$ cat src/integer_to_ascii_formatter_assert.svh
// ----------------------------------------------------------------------------
// Integer to ASCII formatter assertion macros
// Concurrent assertion helpers; they expand to nothing when SYNTH is defined.
// ----------------------------------------------------------------------------
`ifndef INTEGER_TO_ASCII_FORMATTER_ASSERT_SVH
`define INTEGER_TO_ASCII_FORMATTER_ASSERT_SVH

`ifndef SYNTH

// The expression holds at every clock edge outside reset.
`define I2A_ASSERT_HOLDS(lbl, clk, rst_n, expr) \
	lbl: assert property (@(posedge clk) disable iff (!rst_n) (expr)) \
		else $error("i2a: invariant violated");

// When the antecedent holds, the consequent holds in the same cycle.
`define I2A_ASSERT_IMPLIES(lbl, clk, rst_n, ante, cons) \
	lbl: assert property (@(posedge clk) disable iff (!rst_n) (ante) |-> (cons)) \
		else $error("i2a: implication violated");

// When the antecedent holds, the consequent holds in the next cycle.
`define I2A_ASSERT_NEXT(lbl, clk, rst_n, ante, cons) \
	lbl: assert property (@(posedge clk) disable iff (!rst_n) (ante) |=> (cons)) \
		else $error("i2a: next-cycle check violated");

`else

`define I2A_ASSERT_HOLDS(lbl, clk, rst_n, expr)
`define I2A_ASSERT_IMPLIES(lbl, clk, rst_n, ante, cons)
`define I2A_ASSERT_NEXT(lbl, clk, rst_n, ante, cons)

`endif

`endif

$ cat src/i2a_pkg.sv
// ----------------------------------------------------------------------------
// Integer to ASCII formatter package
// Shared widths, mode codes, digit cell operations and character helpers.
// ----------------------------------------------------------------------------
package i2a_pkg;

	// Default number of digit cells in the chain.
	localparam int unsigned DIGIT_SLOTS_DEF = 20;

	// Field widths.
	localparam int unsigned FUNC_W  = 2;
	localparam int unsigned VALUE_W = 64;
	localparam int unsigned ROOM_W  = 6;
	localparam int unsigned CH_W    = 7;
	localparam int unsigned DIGIT_W = 4;

	// Packed stream widths.
	localparam int unsigned S_DATA_W = ((VALUE_W + ROOM_W + 7) / 8) * 8;
	localparam int unsigned M_DATA_W = ((CH_W + 7) / 8) * 8;

	// Hex text of a 32-bit word has this many digits.
	localparam int unsigned HEX_DIGITS = 32 / DIGIT_W;

	// Conversion modes.
	typedef enum logic [FUNC_W-1:0] {
		FUNC_U64 = 2'd0,
		FUNC_S32 = 2'd1,
		FUNC_U32 = 2'd2,
		FUNC_HEX = 2'd3
	} func_t;

	// Operations that every digit cell performs in lockstep.
	typedef enum logic [1:0] {
		CELL_HOLD,
		CELL_LOAD,
		CELL_DABBLE,
		CELL_SHIFT
	} cell_op_t;

	typedef struct packed {
		cell_op_t op;
	} cell_ctrl_t;

	// Characters.
	localparam logic [CH_W-1:0] CH_ZERO  = 7'h30;
	localparam logic [CH_W-1:0] CH_UPPER = 7'h41;
	localparam logic [CH_W-1:0] CH_MINUS = 7'h2d;
	localparam logic [DIGIT_W-1:0] DEC_MAX = 4'd9;

	// Map a digit value to its ASCII character.
	function automatic logic [CH_W-1:0] digit_char(input logic [DIGIT_W-1:0] d);
		logic [CH_W-1:0] wide;
		wide = {{(CH_W-DIGIT_W){1'b0}}, d};
		if (d > DEC_MAX) begin
			return CH_UPPER + wide - (CH_W'(DEC_MAX) + CH_W'(1));
		end
		return CH_ZERO + wide;
	endfunction

endpackage

$ cat src/integer_to_ascii_formatter.sv
// ----------------------------------------------------------------------------
// Integer to ASCII formatter
// Converts one number to ASCII text, most significant character first.
// ----------------------------------------------------------------------------
// One number is handled at a time. A row of DIGIT_SLOTS digit cells does a
// shift-and-add-three conversion two bits per cycle in the decimal modes
// (hex digits are loaded straight in), then shifts its digits out of the top
// cell one per cycle while the output is not stalled. Leading zero cells are
// skipped first, keeping at least one digit, and at most max_chars characters
// are sent, a minus sign counting as one.
// A new number is accepted once the last character is in the output register.
// An item with max_chars of zero is accepted and produces no output.
`include "integer_to_ascii_formatter_assert.svh"

module integer_to_ascii_formatter
	import i2a_pkg::*;
#(
	parameter int unsigned DIGIT_SLOTS = DIGIT_SLOTS_DEF
) (
	input  logic                clk,
	input  logic                arst_n,
	// Input stream.
	input  logic                s_tvalid,
	output logic                s_tready,
	input  logic [S_DATA_W-1:0] s_tdata,  // value [63:0], max_chars [69:64], zeros
	input  logic [FUNC_W-1:0]   s_tuser,  // func [1:0]
	// Output stream.
	output logic                m_tvalid,
	input  logic                m_tready,
	output logic [M_DATA_W-1:0] m_tdata,  // ch [6:0], zero [7]
	output logic                m_tlast
);

	localparam int unsigned SLOT_W = $clog2(DIGIT_SLOTS + 1);
	localparam logic [4:0]  ITER_64 = 5'(VALUE_W / 2 - 1);
	localparam logic [4:0]  ITER_32 = 5'(VALUE_W / 4 - 1);

	typedef enum logic [1:0] {
		ST_IDLE,
		ST_CONV,
		ST_SKIP,
		ST_EMIT
	} state_t;

	state_t              state_q;
	logic [VALUE_W-1:0]  work_q;
	logic [4:0]          iter_q;
	logic [ROOM_W-1:0]   room_q;
	logic [SLOT_W-1:0]   slot_q;
	logic                neg_q;
	logic                m_tvalid_q;
	logic [CH_W-1:0]     m_ch_q;
	logic                m_tlast_q;

	logic [VALUE_W-1:0]  in_value;
	logic [ROOM_W-1:0]   in_room;
	func_t               in_func;
	logic [31:0]         in_lo;
	logic                in_neg;
	logic [31:0]         in_mag;
	logic                s_accept;
	logic                start;
	logic                out_free;
	logic                emit_go;
	logic                in_tail;
	logic                emit_last;
	logic [DIGIT_W-1:0]  top_digit;
	cell_ctrl_t          cell_ctrl;

	logic [DIGIT_W-1:0]  digit_w [DIGIT_SLOTS];
	logic [1:0]          bits_w  [DIGIT_SLOTS];
	logic [DIGIT_W-1:0]  load_w  [DIGIT_SLOTS];

	// Input unpacking and sign handling.
	assign in_value = s_tdata[VALUE_W-1:0];
	assign in_room  = s_tdata[VALUE_W +: ROOM_W];
	assign in_func  = func_t'(s_tuser);
	assign in_lo    = in_value[31:0];
	assign in_neg   = (in_func == FUNC_S32) && in_lo[31];
	assign in_mag   = in_neg ? (~in_lo + 32'd1) : in_lo;

	assign s_tready = (state_q == ST_IDLE);
	assign s_accept = s_tvalid && s_tready;
	assign start    = s_accept && (in_room != '0);
	assign out_free = !m_tvalid_q || m_tready;
	assign emit_go  = (state_q == ST_EMIT) && out_free;
	assign in_tail  = (state_q == ST_SKIP) || (state_q == ST_EMIT);
	assign top_digit = digit_w[DIGIT_SLOTS-1];

	// The character being sent now is the last when room runs out or digits do.
	assign emit_last = (room_q == ROOM_W'(1)) || (!neg_q && (slot_q == SLOT_W'(1)));

	// Operation for the whole cell row.
	always_comb begin
		cell_ctrl.op = CELL_HOLD;
		if (start) begin
			cell_ctrl.op = CELL_LOAD;
		end else if (state_q == ST_CONV) begin
			cell_ctrl.op = CELL_DABBLE;
		end else if ((state_q == ST_SKIP) && (top_digit == '0) &&
				(slot_q > SLOT_W'(1))) begin
			cell_ctrl.op = CELL_SHIFT;
		end else if (emit_go && !neg_q) begin
			cell_ctrl.op = CELL_SHIFT;
		end
	end

	// Row of digit cells; cell 0 is the least significant digit.
	for (genvar i = 0; i < DIGIT_SLOTS; i++) begin : g_cell
		if (i < HEX_DIGITS) begin : g_hex
			assign load_w[i] = (in_func == FUNC_HEX) ? in_lo[DIGIT_W*i +: DIGIT_W] : '0;
		end else begin : g_zero
			assign load_w[i] = '0;
		end

		if (i == 0) begin : g_first
			i2a_cell u_cell (
				.clk        (clk),
				.ctrl       (cell_ctrl),
				.load_digit (load_w[i]),
				.in_bits    (work_q[VALUE_W-1 -: 2]),
				.in_digit   ('0),
				.digit      (digit_w[i]),
				.out_bits   (bits_w[i])
			);
		end else begin : g_rest
			i2a_cell u_cell (
				.clk        (clk),
				.ctrl       (cell_ctrl),
				.load_digit (load_w[i]),
				.in_bits    (bits_w[i-1]),
				.in_digit   (digit_w[i-1]),
				.digit      (digit_w[i]),
				.out_bits   (bits_w[i])
			);
		end
	end

	// Sequencer and output register.
	always_ff @(posedge clk or negedge arst_n) begin
		if (!arst_n) begin
			state_q    <= ST_IDLE;
			work_q     <= '0;
			iter_q     <= '0;
			room_q     <= '0;
			slot_q     <= '0;
			neg_q      <= 1'b0;
			m_tvalid_q <= 1'b0;
			m_ch_q     <= '0;
			m_tlast_q  <= 1'b0;
		end else begin
			// Output valid rises with each loaded character and falls once taken.
			if (emit_go) begin
				m_tvalid_q <= 1'b1;
			end else if (m_tready) begin
				m_tvalid_q <= 1'b0;
			end
			unique case (state_q)
				ST_IDLE: begin
					if (start) begin
						room_q <= in_room;
						neg_q  <= in_neg;
						slot_q <= SLOT_W'(DIGIT_SLOTS);
						if (in_func == FUNC_HEX) begin
							state_q <= ST_SKIP;
						end else if (in_func == FUNC_U64) begin
							state_q <= ST_CONV;
							work_q  <= in_value;
							iter_q  <= ITER_64;
						end else begin
							state_q <= ST_CONV;
							work_q  <= {in_mag, 32'd0};
							iter_q  <= ITER_32;
						end
					end
				end
				ST_CONV: begin
					work_q <= {work_q[VALUE_W-3:0], 2'b00};
					iter_q <= iter_q - 5'd1;
					if (iter_q == '0) begin
						state_q <= ST_SKIP;
					end
				end
				ST_SKIP: begin
					// Drop leading zero digits, keeping at least one.
					if ((top_digit == '0) && (slot_q > SLOT_W'(1))) begin
						slot_q <= slot_q - SLOT_W'(1);
					end else begin
						state_q <= ST_EMIT;
					end
				end
				ST_EMIT: begin
					if (out_free) begin
						m_tlast_q  <= emit_last;
						room_q     <= room_q - ROOM_W'(1);
						if (neg_q) begin
							m_ch_q <= CH_MINUS;
							neg_q  <= 1'b0;
						end else begin
							m_ch_q <= digit_char(top_digit);
							slot_q <= slot_q - SLOT_W'(1);
						end
						if (emit_last) begin
							state_q <= ST_IDLE;
						end
					end
				end
				default: state_q <= ST_IDLE;
			endcase
		end
	end

	assign m_tvalid = m_tvalid_q;
	assign m_tdata  = {{(M_DATA_W-CH_W){1'b0}}, m_ch_q};
	assign m_tlast  = m_tlast_q;

	// Room is never exhausted while a number is in progress.
	`I2A_ASSERT_IMPLIES(a_room_live, clk, arst_n, state_q != ST_IDLE, room_q != '0)
	// A digit is always left to send in the skip and emit phases.
	`I2A_ASSERT_IMPLIES(a_slot_live, clk, arst_n, in_tail, slot_q != '0)
	// Decimal conversion keeps every top digit a valid decimal digit.
	`I2A_ASSERT_IMPLIES(a_bcd_top, clk, arst_n, state_q == ST_CONV, top_digit <= DEC_MAX)
	// A last-character transfer out of EMIT returns the block to idle.
	`I2A_ASSERT_NEXT(a_last_idle, clk, arst_n, emit_go && emit_last, s_tready && m_tvalid && m_tlast)

endmodule

$ cat src/i2a_cell.sv
// ----------------------------------------------------------------------------
// Integer to ASCII formatter digit cell
// Holds one digit. Converts binary to BCD two bits a cycle (shift and add
// three), and shifts whole digits toward the most significant end for output.
// ----------------------------------------------------------------------------
module i2a_cell
	import i2a_pkg::*;
(
	input  logic               clk,
	input  cell_ctrl_t         ctrl,
	input  logic [DIGIT_W-1:0] load_digit,
	input  logic [1:0]         in_bits,
	input  logic [DIGIT_W-1:0] in_digit,
	output logic [DIGIT_W-1:0] digit,
	output logic [1:0]         out_bits
);

	logic [DIGIT_W-1:0] digit_q;
	logic [DIGIT_W-1:0] adj1;
	logic [DIGIT_W-1:0] step1;
	logic [DIGIT_W-1:0] adj2;
	logic [DIGIT_W-1:0] step2;

	// Two shift-and-add-three steps; each step takes one bit from the neighbor.
	always_comb begin
		adj1  = (digit_q >= 4'd5) ? digit_q + 4'd3 : digit_q;
		step1 = {adj1[DIGIT_W-2:0], in_bits[1]};
		adj2  = (step1 >= 4'd5) ? step1 + 4'd3 : step1;
		step2 = {adj2[DIGIT_W-2:0], in_bits[0]};
	end

	assign out_bits = {adj1[DIGIT_W-1], adj2[DIGIT_W-1]};
	assign digit    = digit_q;

	// Digit register.
	always_ff @(posedge clk) begin
		unique case (ctrl.op)
			CELL_HOLD:   digit_q <= digit_q;
			CELL_LOAD:   digit_q <= load_digit;
			CELL_DABBLE: digit_q <= step2;
			CELL_SHIFT:  digit_q <= in_digit;
			default:     digit_q <= digit_q;
		endcase
	end

endmodule
$ cat config.mk
export PLATFORM = sky130hd
export DESIGN_NAME = integer_to_ascii_formatter
export DESIGN_NICKNAME = d
export VERILOG_FILES = /design/src/i2a_pkg.sv /design/src/integer_to_ascii_formatter.sv /design/src/i2a_cell.sv
export VERILOG_INCLUDE_DIRS = /design/src /design/src/src
export SDC_FILE = /design/constraint.sdc
export NUM_CORES = 1
export LEC_CHECK = 0
export ABC_AREA = 1
export BUFFER_PORTS_ARGS = -buffer_cell sky130_fd_sc_hd__buf_2
export CORE_ASPECT_RATIO = 0.8
export CORE_UTILIZATION = 60
export DETAILED_ROUTE_END_ITERATION = 8
export PLACE_DENSITY = 0.79
export SKIP_CTS_REPAIR_TIMING = 1
export SKIP_LAST_GASP = 1
export SLEW_MARGIN = 20
export SYNTH_ARGS = -nofsm -noshare
export SYNTH_HDL_FRONTEND = slang
export SYNTH_SLANG_ARGS = --single-unit
$ cat constraint.sdc
create_clock -name clk -period 6.7 [get_ports clk]
set_input_delay 1.34 -clock clk [delete_from_list [all_inputs] [get_ports clk]]
set_output_delay 1.34 -clock clk [all_outputs]
set_load 0.02 [all_outputs]
==> metrics.csv <==
metric,value,unit
status,"complete, no violations",
drv_cap,0,
clk_pin_slew,0.07,ns
hpwl,23900,um
vias_per_cell,5.60,
seq_power_share,26.7,%
crit_top_cell,inv_1,
avgSynthCellArea,6.61,sq um
ys_types,42,
arrival,4.00,ns
p_per_area,563,mW/mm^2
finalNetCount,2218,
clock-sinks,172,
clockBufferDepth,2,
yosysWarnings,0,
tns,0,ns
holdPathStages,2,
criticalPathCategory,reg2reg,
fp.coreArea,0.0217,sq mm
fmax,270,MHz
portBuffers,85,
overflow,0,
synth_seq_area_share,35.4,%
fin_crit,3.70,ns
required,7.01,ns
ys_seq_elements,172,
cts_tree,done,
grt_pass1_vias,11837,
root_buffer,clkbuf_16,
rrSetupSlack,3.00,ns
worst_slew_pin_slew,1.01,ns
power_frac_comb,61.1,%
finalCritPeriodShare,55.2,%
timing.rr.end,work_q[63],
initial_core_util,61.4,%
skew,0.0145,ns
worst-path-max-fanout,65,
endpoint_kind,flop,
relSlewSlack,32.8,%
num-fill-cells,1917,
track_usage,30.3,%
min_path_type,reg2reg,
h-tree-depth,4,
die-area,0.0228,sq mm
p_clk_share,12.2,%
drive_above_1_share,6.82,%
gp_congestion,0.941,
wl_per_cell,14.2,um
slowest_delay,0.80,ns
vias,13344,
setup_violations,0,
p_switching,4.23,mW
routed_wl,33700,um
clkLatencyLatePin,0.44,ns
area_growth,9.15,%
ys.flop_type,dfrtp_1,
dieWidth,169,um
die_h,135,um
drtAntennaViolNets,0,
critPathBufInv,4,
grt_start_max_net_pins,81,
min_to,m_tlast,
syn_inst,2013,
synthArstFlopShare,53.5,%
synth_area,0.0133,sq mm
post-route-drc-count,0,
cp-start-kind,flop,
crit_chain,inv_1 > ha_4 > buf_4 > clkinv_1 > nand3_1 > inv_1 > o211ai_1 > nand2_1,
slew_violations,0,
rows,48,
power,8.18,mW
synth_edf_count,80,
syn_nets,2162,
antenna_found_initial,5,
grt_pass1_wl,55700,um
critPathTopFamily,buffers and inverters,
hp-start,m_tlast,
p_leak,7.60,nW
timing.rr.start,state_q[1],
drt_iter0_markers,1341,
p_int,3.95,mW
reg2reg_depth,8,
cts_inserted_buffers,17,
rsz0062_at_grt,no,
ff_latch_area,0.00470,sq mm
peakVddDrop,0.305,mV
ios,89,
switching_share,51.7,%
drt-pass1-iter-count,6,
multi_input_comb_area,0.00732,sq mm
hold_viol,0,
slowest_stage,nand3_1,
## sequential cells by signal (all words and copies together) (netlist names)
signal,cells
work_q,64
g_cell.g_first.u_cell.digit,4
slot_q,5
m_ch_q,7
state_q,2
g_cell.g_rest.u_cell.digit,76
iter_q,5
m_tlast,1
room_q,6
m_tvalid,1
neg_q,1
## per-stage QoR
| step | setup WS (ns) | instances | instance area (sq um) | utilization (%) | hold slack [ns] |
|---|---|---|---|---|---|
| after detailed placement | 2.76 | 2349 | 13900 | 64.2 | 0.462 |
| after global placement | 2.83 | 2349 | 13900 | 64.2 | 0.461 |
| after global routing | 2.63 | 2384 | 14500 | 67.0 | 0.491 |
| final | 3.00 | 2384 | 14500 | 67.0 | 0.483 |
| after CTS | 3.03 | 2381 | 14500 | 66.8 | 0.481 |
| after floorplan | 2.11 | 2013 | 13300 | - | 0.449 |
## power by group through the flow
stage / sequential (mW) / combinational (mW) / clock (mW)
after floorplan: 2.14 / 3.89 / 0
after global placement: 2.18 / 4.67 / 0
after detailed placement: 2.19 / 4.89 / 0
after CTS: 2.18 / 4.93 / 1.01
after global routing: 2.24 / 5.78 / 1.04
final: 2.18 / 5.00 / 0.996
## worst register-to-register path: stages, from the launching register on
cell	delay, ns
dfrtp_1	0.42
inv_1	0.13
ha_4	0.34
buf_4	0.65
clkinv_1	0.53
nand3_1	0.80
inv_1	0.36
o211ai_1	0.25
nand2_1	0.10
## how the worst max path moves through the flow
stage / startpoint / end / slack [ns] / cells past startpoint
6_report: state_q[1] / work_q[63] / 3.00 / 8
5_1_grt: state_q[1] / work_q[63] / 2.63 / 8
4_1_cts: state_q[1] / work_q[63] / 3.03 / 8
3_5_place_dp: m_tready / g_cell[6].g_rest.u_cell.digit[1] / 2.76 / 14
3_3_place_gp: m_tready / g_cell[0].g_first.u_cell.digit[2] / 2.83 / 13
2_1_floorplan: s_tdata[65] / g_cell[0].g_first.u_cell.digit[0] / 2.11 / 6
## layout by cell type (no fill, tap or decap), types with 17 or more instances in the layout
cell type  instances
clkbuf_16         17
nor2_1           121
buf_2             84
ha_1              70
edfxtp_1          80
inv_1            268
dfrtp_1           92
o22ai_1           21
nand3_1          282
a21oi_1           35
nand4_1           69
nand2_1          740
o211ai_1          23
o21ai_0           90
## layout make-up
type                            instances  share of cell area, %
Clock inverter                         13                  0.879
Timing Repair Buffer                   94                   3.55
Inverter                              274                   7.08
Tap cell                              300                   2.58
Multi-Input combinational cell       1510                   50.4
Sequential cell                       172                   32.4
Clock buffer                           19                   3.05
Antenna cell                            2                 0.0345
## cells in the mapped netlist, types with 2 or more instances
master    count  area (sq um)
nand2_2       4          25.0
nor2_2        2          12.5
inv_2         4          15.0
clkinv_1      2          7.51
xor2_1       11          96.3
edfxtp_1     80          2400
a31oi_1       5          31.3
buf_1         3          11.3
o21ai_1      11          55.1
nand4_1      69           432
nand3_1     283          1420
o22ai_1      21           131
buf_2        31           155
buf_6         2          22.5
o21a_1        2          15.0
inv_1       268          1010
o211ai_1     23           173
clkbuf_1     18          67.6
o21ai_0      90           450
ha_1         71           888
o31ai_1       2          15.0
nor2_1      123           462
a21oi_1      35           175
dfrtp_1      92          2300
nand2_1     740          2780
buf_4         3          22.5
nand3b_1      2          15.0
nor3_1        2          10.0
## logic make-up (layout without fill, tap and decap cells)
logic type,Yosys count,after routing,synth area share (%)
compound gates,195,195,8.22
simple gates,1230,1230,39.0
other cells,1,3,0.0282
flops,172,172,35.4
buf+inv,331,400,9.83
fa+ha+maj,71,71,6.68
mux,1,1,0.0752
xor+xnor,12,12,0.790
## per-layer routing
layer	part of all wire [%]	global-route usage [%]
met3	7.7	5.40
met2	45	48.1
met5	0.071	0
met1	45	42.0
met4	1.8	9.95
Power figures use the tool's default switching activity.
